File: config.mk
export PLATFORM = sky130hd
export DESIGN_NAME = nal_keyframe_detector_unit
export DESIGN_NICKNAME = d
export VERILOG_FILES = /design/src/hdl/nal_kf_pkg.sv /design/src/hdl/nal_keyframe_detector_unit.sv
export SDC_FILE = /design/constraint.sdc
export NUM_CORES = 1
export LEC_CHECK = 0
export BUFFER_PORTS_ARGS = -buffer_cell sky130_fd_sc_hd__clkbuf_2
export CORE_MARGIN = 1
export CORE_UTILIZATION = 60
export CTS_CLUSTER_SIZE = 40
export DETAILED_ROUTE_END_ITERATION = 10
export GPL_TIMING_DRIVEN = 0
export PLACE_DENSITY = 0.78
export RECOVER_POWER = 25
export SLEW_MARGIN = 10
export SYNTH_ARGS = -nofsm -noshare
export SYNTH_HDL_FRONTEND = slang
export SYNTH_SLANG_ARGS = --single-unit
File: constraint.sdc
create_clock -name clk -period 4.2 [get_ports clk]
set_clock_uncertainty 0.2 [all_clocks]
set_input_delay 0.21 -clock clk [delete_from_list [all_inputs] [get_ports clk]]
set_output_delay 0.21 -clock clk [all_outputs]
set_load 0.005 [all_outputs]
File: src/hdl/nal_kf_pkg.sv
// ----------------------------------------------------------------------------
// NAL keyframe detector package
// Shared types, constants and the NAL header classification function.
// ----------------------------------------------------------------------------
package nal_kf_pkg;

  // Default widths for the top-level parameters.
  localparam int FRAME_INDEX_BITS_DEF = 24;
  localparam int STREAM_ID_BITS_DEF   = 4;

  // Configuration register indexes.
  localparam logic CFG_CODEC_MODE      = 1'b0;
  localparam logic CFG_SELECTED_STREAM = 1'b1;

  // Codec modes. The unused fourth code behaves like the trust mode.
  typedef enum logic [1:0] {
    MODE_TRUST = 2'd0,
    MODE_H264  = 2'd1,
    MODE_HEVC  = 2'd2,
    MODE_ALT   = 2'd3
  } codec_mode_t;

  // Parser phases: four length prefix bytes, header byte, body, stop.
  typedef enum logic [2:0] {
    PH_LEN0   = 3'd0,
    PH_LEN1   = 3'd1,
    PH_LEN2   = 3'd2,
    PH_LEN3   = 3'd3,
    PH_HEADER = 3'd4,
    PH_BODY   = 3'd5,
    PH_STOP   = 3'd6
  } parse_phase_t;

  localparam logic [4:0] H264_IDR_TYPE  = 5'd5;
  localparam logic [5:0] HEVC_IRAP_LOW  = 6'd16;
  localparam logic [5:0] HEVC_IRAP_HIGH = 6'd21;

  // True when the NAL header byte marks a random access picture.
  function automatic logic header_is_key(input codec_mode_t mode, input logic [7:0] hdr);
    logic [5:0] hevc_type;
    hevc_type = hdr[6:1];
    case (mode)
      MODE_H264: header_is_key = (hdr[4:0] == H264_IDR_TYPE);
      MODE_HEVC: header_is_key = hevc_type inside {[HEVC_IRAP_LOW:HEVC_IRAP_HIGH]};
      default:   header_is_key = 1'b0;
    endcase
  endfunction

endpackage

File: src/hdl/nal_keyframe_detector_unit.sv
// ----------------------------------------------------------------------------
// NAL keyframe detector
// Parses length-prefixed H.264 / HEVC packets byte by byte and reports, for
// each packet of the selected stream, whether it is a keyframe.
// ----------------------------------------------------------------------------
// Usage:
// The input channel carries one packet byte per request, with in_last_byte
// set on the final byte and in_key_flag / in_stream_number describing the
// packet. Every byte request is parsed, whatever its stream. On the final
// byte of a packet whose stream number matches the selected stream, one
// result request is issued on the output channel; other packets give none.
// The result is registered and appears in the cycle after the final byte
// is taken. Throughput is one byte per cycle while in_ready is high; the
// parser updates its phase, a 24-bit length holding register and a 32-bit
// down counter once per byte, and a one-deep output register lets a new
// byte enter in the same cycle that a waiting result is taken.
// When the receiver stalls with a result pending, in_ready drops until that
// result is taken, so no result is ever overwritten.
// Reset (synchronous, active low) clears the parser to await a length byte,
// sets codec mode and selected stream to zero, the frame counter to zero and
// the last keyframe index to minus one, and empties the output register.
// Configuration writes take effect at the clock edge where cfg_we is high and
// are meant to be issued only while the block is idle.
// ----------------------------------------------------------------------------
module nal_keyframe_detector_unit #(
  parameter int FRAME_INDEX_BITS = nal_kf_pkg::FRAME_INDEX_BITS_DEF,
  parameter int STREAM_ID_BITS   = nal_kf_pkg::STREAM_ID_BITS_DEF
) (
  input  logic                                                     clk,
  input  logic                                                     rst_n,
  // Configuration write port.
  input  logic                                                     cfg_we,
  input  logic                                                     cfg_index,
  input  logic [((STREAM_ID_BITS > 2) ? STREAM_ID_BITS : 2)-1:0]   cfg_wdata,
  // Byte input channel.
  input  logic                                                     in_valid,
  output logic                                                     in_ready,
  input  logic [7:0]                                               in_data_byte,
  input  logic                                                     in_last_byte,
  input  logic                                                     in_key_flag,
  input  logic [STREAM_ID_BITS-1:0]                                in_stream_number,
  // Result channel.
  output logic                                                     out_valid,
  input  logic                                                     out_ready,
  output logic                                                     out_key_frame,
  output logic [FRAME_INDEX_BITS-1:0]                              out_frame_index,
  output logic signed [FRAME_INDEX_BITS:0]                         out_last_keyframe_index,
  output logic                                                     out_truncated
);
  import nal_kf_pkg::*;

  // Configuration registers.
  codec_mode_t               codec_mode_r;
  logic [STREAM_ID_BITS-1:0] sel_stream_r;

  // Parser state.
  parse_phase_t  phase_r, phase_nxt;
  logic [23:0]   len_acc_r, len_acc_nxt;
  logic [31:0]   remain_r, remain_nxt;
  logic          hdr_match_r, hdr_match_nxt;
  logic          kf_found_r, kf_found_nxt;

  // Counters for the packets of the selected stream.
  logic [FRAME_INDEX_BITS-1:0]     frame_cnt_r;
  logic signed [FRAME_INDEX_BITS:0] last_kf_r, last_kf_nxt;

  // Output register.
  logic                            out_valid_r;
  logic                            out_is_key_r;
  logic [FRAME_INDEX_BITS-1:0]     out_index_r;
  logic signed [FRAME_INDEX_BITS:0] out_last_kf_r;
  logic                            out_trunc_r;

  logic        accept;
  logic [31:0] full_len;
  logic [31:0] remain_dec;
  logic        nal_mode;
  logic        is_key;
  logic        trunc;
  logic        emit;

  // A byte can enter whenever the output register is free or being drained.
  assign in_ready = !out_valid_r || out_ready;
  assign accept   = in_valid && in_ready;

  assign full_len   = {len_acc_r, in_data_byte};
  assign remain_dec = remain_r - 32'd1;

  // Parser next state for one byte, before the end-of-packet clear.
  always_comb begin
    phase_nxt     = phase_r;
    len_acc_nxt   = len_acc_r;
    remain_nxt    = remain_r;
    hdr_match_nxt = hdr_match_r;
    kf_found_nxt  = kf_found_r;
    case (phase_r)
      PH_LEN0: begin
        len_acc_nxt = {len_acc_r[15:0], in_data_byte};
        phase_nxt   = PH_LEN1;
      end
      PH_LEN1: begin
        len_acc_nxt = {len_acc_r[15:0], in_data_byte};
        phase_nxt   = PH_LEN2;
      end
      PH_LEN2: begin
        len_acc_nxt = {len_acc_r[15:0], in_data_byte};
        phase_nxt   = PH_LEN3;
      end
      PH_LEN3: begin
        len_acc_nxt = '0;
        if (in_last_byte) begin
          phase_nxt = PH_STOP;
        end else if (full_len == 32'd0) begin
          // An empty NAL unit is skipped; the next byte opens a new prefix.
          phase_nxt = PH_LEN0;
        end else begin
          remain_nxt    = full_len;
          hdr_match_nxt = 1'b0;
          phase_nxt     = PH_HEADER;
        end
      end
      PH_HEADER, PH_BODY: begin
        if (phase_r == PH_HEADER) begin
          hdr_match_nxt = header_is_key(codec_mode_r, in_data_byte);
        end
        remain_nxt = remain_dec;
        if (remain_dec == 32'd0) begin
          if (hdr_match_nxt) begin
            kf_found_nxt = 1'b1;
            phase_nxt    = PH_STOP;
          end else begin
            phase_nxt = PH_LEN0;
          end
        end else begin
          phase_nxt = PH_BODY;
        end
      end
      default: begin
        // Stop phase: the rest of the packet is ignored.
        phase_nxt = PH_STOP;
      end
    endcase
  end

  // End-of-packet decision.
  always_comb begin
    nal_mode = (codec_mode_r == MODE_H264) || (codec_mode_r == MODE_HEVC);
    if (nal_mode) begin
      is_key = in_key_flag && kf_found_nxt;
      trunc  = in_key_flag && ((phase_nxt == PH_HEADER) || (phase_nxt == PH_BODY)) &&
               (remain_nxt != 32'd0);
    end else begin
      is_key = in_key_flag;
      trunc  = 1'b0;
    end
    emit        = accept && in_last_byte && (in_stream_number == sel_stream_r);
    last_kf_nxt = is_key ? $signed({1'b0, frame_cnt_r}) : last_kf_r;
  end

  // Configuration registers.
  always_ff @(posedge clk) begin
    if (!rst_n) begin
      codec_mode_r <= MODE_TRUST;
      sel_stream_r <= '0;
    end else if (cfg_we) begin
      if (cfg_index == CFG_CODEC_MODE) begin
        codec_mode_r <= codec_mode_t'(cfg_wdata[1:0]);
      end else begin
        sel_stream_r <= cfg_wdata[STREAM_ID_BITS-1:0];
      end
    end
  end

  // Parser registers; the parser restarts at every packet end.
  always_ff @(posedge clk) begin
    if (!rst_n) begin
      phase_r     <= PH_LEN0;
      len_acc_r   <= '0;
      remain_r    <= '0;
      hdr_match_r <= 1'b0;
      kf_found_r  <= 1'b0;
    end else if (accept) begin
      if (in_last_byte) begin
        phase_r     <= PH_LEN0;
        len_acc_r   <= '0;
        remain_r    <= '0;
        hdr_match_r <= 1'b0;
        kf_found_r  <= 1'b0;
      end else begin
        phase_r     <= phase_nxt;
        len_acc_r   <= len_acc_nxt;
        remain_r    <= remain_nxt;
        hdr_match_r <= hdr_match_nxt;
        kf_found_r  <= kf_found_nxt;
      end
    end
  end

  // Frame counter saturates at its maximum; the keyframe index follows it.
  always_ff @(posedge clk) begin
    if (!rst_n) begin
      frame_cnt_r <= '0;
      last_kf_r   <= '1;
    end else if (emit) begin
      last_kf_r <= last_kf_nxt;
      if (frame_cnt_r != {FRAME_INDEX_BITS{1'b1}}) begin
        frame_cnt_r <= frame_cnt_r + FRAME_INDEX_BITS'(1);
      end
    end
  end

  // Output register.
  always_ff @(posedge clk) begin
    if (!rst_n) begin
      out_valid_r <= 1'b0;
    end else if (emit) begin
      out_valid_r <= 1'b1;
    end else if (out_ready) begin
      out_valid_r <= 1'b0;
    end
  end

  always_ff @(posedge clk) begin
    if (emit) begin
      out_is_key_r  <= is_key;
      out_index_r   <= frame_cnt_r;
      out_last_kf_r <= last_kf_nxt;
      out_trunc_r   <= trunc;
    end
  end

  assign out_valid               = out_valid_r;
  assign out_key_frame           = out_is_key_r;
  assign out_frame_index         = out_index_r;
  assign out_last_keyframe_index = out_last_kf_r;
  assign out_truncated           = out_trunc_r;

endmodule
==> results of run 1 <==
==> cell usage after synthesis, types with 5 or more instances <==
cell,number
dfxtp_1,117
nor3_1,22
mux2_2,7
a21oi_1,24
nand4b_1,6
and2_1,32
buf_2,5
o31ai_1,6
a31oi_1,6
nor2b_1,52
o21ai_0,64
nand2_1,80
nand2b_1,5
clkbuf_1,64
nand3b_1,7
nand3_1,72
o211ai_1,10
or3_1,17
inv_1,14
a21boi_0,14
xor2_1,10
a22oi_1,44
ha_1,5
nand4_1,17
nor2_1,29
xnor2_1,14
mux2i_1,6
nor4_1,24
or4_1,9
mux2_1,7
edfxtp_1,51
==> power by group through the flow <==
stage / logic [mW] / clock network [mW] / registers (mW)
after floorplan: 0.125 / 0 / 1.73
after global placement: 0.195 / 0 / 1.73
after detailed placement: 0.197 / 0 / 1.73
after CTS: 0.213 / 1.74 / 1.70
after global routing: 0.234 / 1.79 / 1.70
final: 0.221 / 1.73 / 1.70
==> state kept, by name (all words and copies together), names as in the netlist <==
register,flops
kf_found_r,1
out_last_keyframe_index,25
out_truncated,1
phase_r,3
out_key_frame,1
hdr_match_r,1
out_frame_index,24
codec_mode_r,2
last_kf_r,25
len_acc_r,24
sel_stream_r,4
frame_cnt_r,24
out_valid,1
remain_r,32
==> critical path, stage by stage (launching register included) <==
cell	delay, ns
dfxtp_1	0.30
buf_2	0.16
or3_1	0.34
buf_2	0.19
or4_1	0.52
buf_4	0.19
nor3_4	0.26
xnor2_1	0.25
o2111ai_2	0.29
o41a_4	0.56
clkinv_8	0.11
buf_8	0.15
mux2_1	0.35
==> routing by layer <==
metal	routed length [µm]	vias up	GRT usage, %
li1	-	3679	-
met1	11290	3881	52.54
met2	11060	509	51.36
met3	3084	76	9.575
met4	820	0	15.90
met5	0	-	0
==> final timing paths <==
check,startpoint,endpoint,slack [ns],cells past startpoint
worst max-delay path,remain_r[5],out_last_keyframe_index[0],0.05,12
worst min-delay path,cfg_index,codec_mode_r[1],0.02,3
worst max register to register,remain_r[5],out_last_keyframe_index[0],0.05,12
worst min register to register,frame_cnt_r[7],out_frame_index[7],0.24,0
==> area by class of cell <==
cell class / instances / area, µm²
multi-input cells: 667 / 4259
flip-flops and latches: 168 / 3876
fillers: 1029 / 3561
repair buffers: 95 / 545.5
clock buffers: 19 / 442.9
plain buffers: 74 / 330.3
well taps: 176 / 220.2
clock inverters: 13 / 201.4
inverters: 15 / 68.82
==> kinds of logic (layout without fill, tap and decap cells) <==
group                      count (synthesis)  count (layout)  synth area share (%)
xor gates and xnor gates                  24              24                 2.489
AOI/OAI and AO/OA                        219             219                 17.62
buffers and inverters                     92             216                 4.623
DFF                                      168             168                 45.87
adders and majority gates                  5               5                0.7409
and+or+nand+nor                          399             399                 26.08
muxes                                     20              20                 2.578
==> repair_timing <==
action / CTS / global route
cloned: 0 / 0
gates resized for setup: 7 / 19
endpoints found under the hold margin: 15 / 0
hold buffers: 18 / 0
setup buffers: 2 / 0
endpoints found under the setup margin: 49 / 35
==> metrics by stage <==
stage | area, µm² | util (%) | power [mW] | TNS [ns]
4_1_cts | 9910 | 73.37 | 3.648 | 0
3_3_place_gp | 9040 | 66.94 | 1.929 | -24.12
5_1_grt | 9945 | 73.63 | 3.723 | 0
3_5_place_dp | 9044 | 66.96 | 1.930 | -6.804
6_report | 9945 | 73.63 | 3.647 | 0
2_1_floorplan | 8444 | - | 1.855 | 0
==> key figures, run 1 <==
Timing
  • Actual transition at the worst max-transition pin: ~1.2 ns
  • Remaining max-slew budget at the tightest pin: around 16%
  • Unrepaired setup endpoints after global routing: false
  • Number of setup violations in the final report: 0
  • Final period util: 98.79%
  • Final Hold Vio Count: 0
  • Pins Over Slew Limit: 0
  • Maximum operating frequency: 0.2410 GHz
  • Post-route worst hold slack: between 0.015 and 0.02 ns
  • Fin worst setup slack: around 0.051 ns
  • Time the worst path needs with I/O delays and setup: 4.149 ns

Synthesis
  • Register area share after synthesis: 45.87%
  • Post-synthesis cell type with the largest combined area: dfxtp_1
  • Predominant post-synthesis flop cell: dfxtp_1
  • Number of cells produced by synthesis: a little over 900
  • Number of flops mapped to enable cells by yosys: 51
  • Synthesized cell area: between 8000 and 9000 µm²
  • Fraction of registers with async set or reset after synthesis: 0%
  • Area fraction of the dominant cell type after synthesis: 27.74%
  • Number of synthesized register bits: 168
  • Distinct cell type count after synthesis: 78
  • Warning count from the yosys run: 0
  • Top post-synthesis cells by area: dfxtp_1, edfxtp_1, nand3_1
  • Net count after synthesis: 956
  • Avg Inst Size Synth: a little over 9 µm²

Route
  • Number of vias in the routed layout: 8145
  • Detailed router's first-iteration violation count: 1188
  • Vias per inst: 6.638
  • Detail Route Antenna Nets: 0
  • Count of unresolved DRC violations after routing: 0
  • Final wirelength: approximately 26000 µm
  • Number of iterations in the first detailed-routing pass: 6
  • Routed len/inst: 21.40 µm

Power and ir drop
  • Portion of total power attributed to the clock network: 47.4%
  • Pwr dens: 366.7 nW/µm²
  • Static leakage: 3.575 nW
  • Switching power of the nets: 847.6 µW
  • Share of total power in combinational logic: 6.1%
  • Design internal power: 2.799 mW
  • Switching part of the total power: 23.24%
  • Sequential share of power: 46.6%
  • Worst-case vdd ir drop: 315.5 µV

Clock tree
  • TritonCTS buffer count: 17
  • CTS Sinks: 168
  • Maximum clock path buffer count: 2
  • Clock slew at reported path FFs: 0.06 ns
  • Latest clock arrival within the worst-skew pair: 0.43 ns
  • TritonCTS clock tree: built
  • Clock Tree Root: clkbuf_16
  • H-tree lvl count: 4

Floorplan
  • Std cell rows: 42
  • Die W: 120.6 µm
  • Core region area: roughly 14000 µm²
  • Starting density of the core: 62.53%
  • Num ports: 77
  • Height of the chip: 120.6 µm
  • Total Die Area: around 15000 µm²

Critical path
  • Startpoint-to-endpoint class of the critical path: reg -> reg
  • Top fanout value on the critical path: 10
  • Data arrival time of the critical path: 4.12 ns
  • Startpoint type of the worst setup path: flop
  • Worst setup EP type: flop
  • Data required time of the critical path: 4.17 ns

Final layout
  • Post-layout instance count excluding filler cells: 1227
  • Commonest non-fill, non-tap cell in the layout: dfxtp_1
  • Diode count: 0
  • Area growth from synthesis to final layout: 17.77%
  • Net count, final: around 1100
  • Most frequent cells in the layout: dfxtp_1, nand2_1, clkbuf_1
  • Layout cells sized above 1: 12.56%

Global route
  • Vias in the first global route: 7314
  • Overflow left after global routing: 0
  • Largest net degree at the start of global routing: 61
  • Total global-route track usage: 36.53%
  • Number of antenna violations at the first check in global routing: 0
  • First-pass GRT wire length: 40110 µm

Placed design
  • Detailed placement HPWL: 17910 µm
  • Port Buffer Count: 75
  • Placed cell count: 1178
  • Placement-stage worst setup slack: -0.3116 ns
  • Final weighted congestion in routability-driven placement: 1.018

Job
  • Maximum capacitance violations: 0

Hold path
  • Type of the tightest min-delay check: in -> reg

Outcome
  • Status: finished clean
No activity file was read; power rests on OpenSTA's default activity.
==> run 2: changes to the inputs <==
==> constraint.sdc (replaced) <==
create_clock -name clk -period 4.2 [get_ports clk]
set_clock_uncertainty 0.2 [all_clocks]
set_input_delay 0.21 -clock clk [delete_from_list [all_inputs] [get_ports clk]]
set_output_delay 0.21 -clock clk [all_outputs]
set_load 0.02 [all_outputs]
==> run 2 against run 1 <==
Global-route usage stayed put. Worst setup slack improved by 0.019 ns. Non-clock buffer count unchanged. First-iteration DRC count up 0.51%. Maximum frequency rose by 0.45%. Sequential share of layout area grew 0.11 points. Register-to-register slack improved by 0.02 ns. Critical endpoint unchanged. Highest routed layer unchanged.
==> key figures, run 2 (synthesized netlist as in run 1, its figures left out) <==
Timing
  • Setup Total Neg Slack: 0 ns
  • Post-route worst hold slack: between 0.015 and 0.02 ns
  • Number of setup violations in the final report: 0
  • Maximum operating frequency: 0.2421 GHz
  • Pins Over Slew Limit: 0
  • Unrepaired setup endpoints after global routing: false
  • Time the worst path needs with I/O delays and setup: roughly 4.1 ns
  • Final Hold Vio Count: 0
  • Final period util: 98.35%
  • Actual transition at the worst max-transition pin: 1.230 ns
  • Remaining max-slew budget at the tightest pin: around 17%

Final layout
  • Final non-filler cell area: 9917 µm²
  • Register name with the most flops: remain_r
  • Area growth from synthesis to final layout: 17.44%
  • Count of filler cells inserted in the layout: roughly 1000
  • Post-layout instance count excluding filler cells: 1227
  • Commonest non-fill, non-tap cell in the layout: dfxtp_1
  • Most frequent cells in the layout: dfxtp_1, clkbuf_1, nand2_1
  • Diode count: 0
  • Layout cells sized above 1: between 10% and 20%
  • Net count, final: 1067
  • Number of flip-flops in the largest register: 32

Power and ir drop
  • Power, Total: 3.653 mW
  • Static leakage: approximately 3.5 nW
  • Worst-case vdd ir drop: 315.5 µV
  • Pwr dens: 368.3 nW/µm²

Global route
  • Number of antenna violations at the first check in global routing: 0
  • Vias in the first global route: 7314
  • Overflow left after global routing: 0
  • First-pass GRT wire length: 40110 µm
  • Total global-route track usage: 36.53%
  • Largest net degree at the start of global routing: 61

Critical path
  • Maximum single-stage delay on the critical path: 0.58 ns
  • List of cells traversed by the critical path: buf_2 -> or3_1 -> buf_2 -> or4_1 -> buf_4 -> o21ai_1 -> nand4b_1 -> or4_4 -> o41a_4 -> clkinv_8 -> buf_8 -> mux2_1
  • Data arrival time of the critical path: 4.10 ns
  • Startpoint type of the worst setup path: flop
  • Data required time of the critical path: 4.17 ns
  • CP most frequent cell: buf_2
  • Worst setup EP type: flop
  • Top fanout value on the critical path: 10
  • Startpoint-to-endpoint class of the critical path: reg -> reg
  • CP max stage cell: or4_4

Floorplan
  • Num ports: 77
  • Total Die Area: 14550 µm²
  • Starting density of the core: 62.53%
  • Die W: 120.6 µm
  • Height of the chip: 120.6 µm
  • Std cell rows: 42
  • Core region area: ~14000 µm²

Route
  • Vias per inst: 6.669
  • Routed len/inst: 21.47 µm
  • Uppermost metal layer occupied by signal nets: met4
  • Detail Route met2 WL: 11110 µm
  • WL met3: 3062 µm
  • Detailed-routing wirelength on met1: 11310 µm
  • Detail Route Antenna Nets: 0
  • Final wirelength: 26350 µm
  • Detailed router's first-iteration violation count: 1194
  • Number of vias in the routed layout: between 8000 and 9000
  • Number of iterations in the first detailed-routing pass: 6
  • Count of unresolved DRC violations after routing: 0

Placed design
  • Cell area reported after detailed placement: 9044 µm²
  • Detailed placement HPWL: 17910 µm
  • Port Buffer Count: 75
  • Placed cell count: 1178
  • Final weighted congestion in routability-driven placement: between 1 and 1.5

Hold path
  • Type of the tightest min-delay check: in -> reg

Outcome
  • Status: finished clean

Clock tree
  • CTS Sinks: about 170
  • H-tree lvl count: 4
  • Clock slew at reported path FFs: ~0.06 ns
  • Clock Tree Root: clkbuf_16
  • Maximum clock path buffer count: 2
  • TritonCTS buffer count: 17
  • Latest clock arrival within the worst-skew pair: 0.43 ns
  • TritonCTS clock tree: built

Job
  • Maximum capacitance violations: 0
run 2: cell counts in the layout (fill, tap and decap cells not counted):
No cell type changed its count.
run 2: stage by stage:
step           utilization, %  setup WS (ns)
2_1_floorplan               -         0.3508
3_3_place_gp            66.94        -0.4630
3_5_place_dp            66.96        -0.3116
4_1_cts                 73.37       0.009478
5_1_grt                 73.43       0.001409
6_report                73.43        0.06934
run 2: timing repair:
item                                   CTS  global route
cloned                                   0             0
endpoints found under the hold margin   15             0
setup endpoints to repair               49            35
hold buffers                            18             0
resized for setup                        7            19
setup buffers                            2             0
run 2: final cells by class:
cell class	instances	area [µm²]	share of cell area, %
clock buffers	19	442.9	4.466
plain buffers	74	330.3	3.331
repair buffers	95	518.0	5.223
multi-input cells	667	4259	42.95
flip-flops and latches	168	3876	39.09
clock inverters	13	201.4	2.031
inverters	15	68.82	0.6939
well taps	176	220.2	2.221
run 2: worst paths after layout:
kind             startpoint                          to  slack, ns  cells after the start
max             remain_r[5]  out_last_keyframe_index[0]       0.07                     12
min               cfg_index             codec_mode_r[1]       0.02                      3
max reg2reg     remain_r[5]  out_last_keyframe_index[0]       0.07                     12
min reg2reg  frame_cnt_r[7]          out_frame_index[7]       0.24                      0
run 2: metal layers:
| layer | GRT usage (%) | vias up |
|---|---|---|
| met5 | 0 | - |
| met4 | 15.90 | 0 |
| met3 | 9.575 | 84 |
| met2 | 51.36 | 531 |
| met1 | 52.54 | 3888 |
| li1 | - | 3680 |
run 2: power by group:
group / internal [mW] / total [mW] / switching, mW
Sequential: 1.68 / 1.70 / 0.0134
Combinational: 0.0835 / 0.226 / 0.143
Clock: 1.03 / 1.73 / 0.698
Total: 2.80 / 3.65 / 0.854
run 2: critical path, delay by kind of cell (launching register included):
family	cells	cell delay, ns
flops	1	0.30
buf+inv	5	0.80
mux	1	0.35
compound gates	2	0.61
simple gates	4	1.60
==> run 3: changes to the inputs <==
--- a/config.mk
+++ b/config.mk
@@ -7,12 +7,13 @@
 export LEC_CHECK = 0
 export BUFFER_PORTS_ARGS = -buffer_cell sky130_fd_sc_hd__clkbuf_2
 export CORE_MARGIN = 1
-export CORE_UTILIZATION = 60
+export CORE_UTILIZATION = 40
 export CTS_CLUSTER_SIZE = 40
 export DETAILED_ROUTE_END_ITERATION = 10
 export GPL_TIMING_DRIVEN = 0
-export PLACE_DENSITY = 0.78
+export PLACE_DENSITY = 0.55
 export RECOVER_POWER = 25
+export REMOVE_ABC_BUFFERS = 1
 export SLEW_MARGIN = 10
 export SYNTH_ARGS = -nofsm -noshare
 export SYNTH_HDL_FRONTEND = slang
==> run 3 against run 2 <==
Sequential share of layout area is 0.31 points lower. Design area is 0.74% higher. Highest routed layer unchanged. Critical endpoint is now out_last_keyframe_index[12]. Global-route usage is 13 points lower. Critical path type unchanged. Clock power is 8% lower. Cell count is 2.9% higher. Sequential power hardly changed. Flip-flop and latch count stayed put.
==> key figures, run 3 (synthesized netlist as in run 1, its figures left out) <==
Outcome
  • Status: finished clean

Clock tree
  • TritonCTS buffer count: 17
  • TritonCTS clock tree: built
  • Latest clock arrival within the worst-skew pair: roughly 0.43 ns
  • CTS Sinks: 168
  • Maximum clock path buffer count: 2
  • H-tree lvl count: 4
  • Clock slew at reported path FFs: 0.07 ns
  • Clock Tree Root: clkbuf_16

Global route
  • Number of antenna violations at the first check in global routing: 0
  • Largest net degree at the start of global routing: 67
  • Vias in the first global route: 6909
  • Global route hottest layer: met2
  • First-pass GRT wire length: 39220 µm
  • Overflow left after global routing: 0
  • Total global-route track usage: 23.24%
  • Fraction of met3 tracks used by global routing: approximately 5%
  • Routing usage on met1: around 33%
  • GR met2 Demand/Resource: 35.47%

Critical path
  • Reg2Reg Depth: 8
  • Critical R2R Launch: remain_r[0]
  • Worst setup EP type: flop
  • Data arrival time of the critical path: 4.05 ns
  • Startpoint type of the worst setup path: flop
  • Maximum single-stage delay on the critical path: 0.65 ns
  • Worst r2r dst: out_last_keyframe_index[12]
  • Internal reg-to-reg setup slack: 0.13 ns
  • Data required time of the critical path: 4.18 ns
  • CP most frequent cell: or4_4
  • CP max stage cell: or4_4
  • Startpoint-to-endpoint class of the critical path: reg -> reg
  • Top fanout value on the critical path: 23
  • List of cells traversed by the critical path: or4_4 -> or4_4 -> o31ai_2 -> nand4_1 -> or4_4 -> o41a_4 -> clkinv_16 -> mux2_2

Hold path
  • Type of the tightest min-delay check: in -> reg
  • Endpoint of the worst hold-timing path: len_acc_r[3]
  • Min-Delay Startpoint: in_data_byte[3]
  • Hold Path Cell Cnt: 3

Timing
  • Setup Total Neg Slack: 0 ns
  • Final Hold Vio Count: 0
  • Maximum operating frequency: between 0.2 and 0.25 GHz
  • Final period util: 96.88%
  • Number of setup violations in the final report: 0
  • Unrepaired setup endpoints after global routing: false
  • Post-route worst hold slack: 0.02118 ns
  • Remaining max-slew budget at the tightest pin: ~6.4%
  • Fin worst setup slack: ~0.13 ns
  • Pins Over Slew Limit: 0
  • Time the worst path needs with I/O delays and setup: between 4 and 5 ns
  • Actual transition at the worst max-transition pin: 1.389 ns

Final layout
  • Commonest non-fill, non-tap cell in the layout: dfxtp_1
  • Core Util, Final: 48.75%
  • Layout cells sized above 1: 12.29%
  • Most frequent cells in the layout: dfxtp_1, nand2_1, nand3_1
  • Diode count: 0
  • Net count, final: 1009
  • Area growth from synthesis to final layout: 18.31%
  • Count of filler cells inserted in the layout: ~2000
  • Register name with the most flops: remain_r
  • Number of flip-flops in the largest register: 32

Route
  • Detail Route Antenna Nets: 0
  • Number of vias in the routed layout: 7406
  • Final wirelength: 24520 µm
  • Routed len/inst: 19.42 µm
  • Count of unresolved DRC violations after routing: 0
  • Detailed router's first-iteration violation count: 654
  • Number of iterations in the first detailed-routing pass: 6
  • Vias per inst: 5.864

Power and ir drop
  • Sequential share of power: 48.2%
  • Switching part of the total power: 25.58%
  • Design internal power: 2.621 mW
  • Power, Total: about 3.5 mW
  • Worst-case vdd ir drop: around 240 µV
  • Pwr dens: between 300 and 400 nW/µm²
  • Switching power of the nets: roughly 900 µW
  • Portion of total power attributed to the clock network: 45.5%
  • Static leakage: 3.462 nW
  • Share of total power in combinational logic: 6.3%

Placed design
  • Placement-stage worst setup slack: -0.7477 ns
  • Detailed placement HPWL: ~15000 µm
  • Port Buffer Count: 76
  • Final weighted congestion in routability-driven placement: 0.9301

Floorplan
  • Num ports: slightly below 80
  • Std cell rows: 52
  • Die W: 147.3 µm
  • Height of the chip: around 150 µm
  • Starting density of the core: 41.20%
  • Core region area: 20490 µm²
  • Total Die Area: 21700 µm²

Job
  • Maximum capacitance violations: 0
run 3: power by group through the flow:
stage	sequential (mW)	clock (mW)	combinational (mW)
after CTS	1.70	1.64	0.222
final	1.70	1.60	0.222
after global placement	1.73	0	0.179
after global routing	1.70	1.70	0.243
after detailed placement	1.73	0	0.188
after floorplan	1.74	0	0.0981
run 3: worst max path at each step:
stage	startpoint	to	slack [ns]	cells after the start
after floorplan	remain_r[0]	out_last_keyframe_index[12]	-0.34	10
after global placement	phase_r[1]	out_truncated	-2.71	7
after detailed placement	remain_r[0]	out_last_keyframe_index[18]	-0.75	10
after CTS	remain_r[0]	out_last_keyframe_index[12]	0.002	11
after global routing	remain_r[0]	last_kf_r[8]	0.005	12
final	remain_r[0]	out_last_keyframe_index[12]	0.13	8
run 3: final cells by class:
| cell class | count | area, µm² | share of cell area (%) |
|---|---|---|---|
| timing repair inverter | 1 | 16.27 | 0.1628 |
| clock buffer | 17 | 425.4 | 4.258 |
| sequential | 168 | 3874 | 38.77 |
| tap | 270 | 337.8 | 3.381 |
| inverter | 15 | 85.08 | 0.8516 |
| clock inverter | 15 | 183.9 | 1.841 |
| multi-input combinational | 669 | 4377 | 43.81 |
| timing repair buffer | 108 | 691.9 | 6.925 |
run 3: worst max-delay path: cells and delay by family, from the launching register on:
family                 cells  cell delay (ns)
AND/OR/NAND/NOR            4             1.95
AO/OA/AOI/OAI              2             0.78
flip-flops                 1             0.40
multiplexers               1             0.33
buffers and inverters      1             0.13
run 3: repair_timing:
| action | 4_1_cts | 5_1_grt |
|---|---|---|
| gates cloned | 3 | 0 |
| buffers inserted | 2 | 3 |
| hold buffers | 18 | 0 |
| hold endpoints to repair | 14 | 0 |
| endpoints found under the setup margin | 54 | 50 |
| pin swaps | 2 | 2 |
| gates resized for setup | 15 | 8 |
run 3: layer usage:
metal / part of all wire, % / vias up
met4: 1.6 / 0
li1: - / 3562
met1: 46 / 3575
met2: 46 / 246
met5: 0 / -
met3: 6.4 / 23
run 3: per-stage QoR:
stage               instance area, µm²  std cells
CTS                               9962       1260
finish                            9991       1263
global route                      9991       1263
floorplan                         8115        850
global placement                  8833       1196
detailed placement                9032       1205
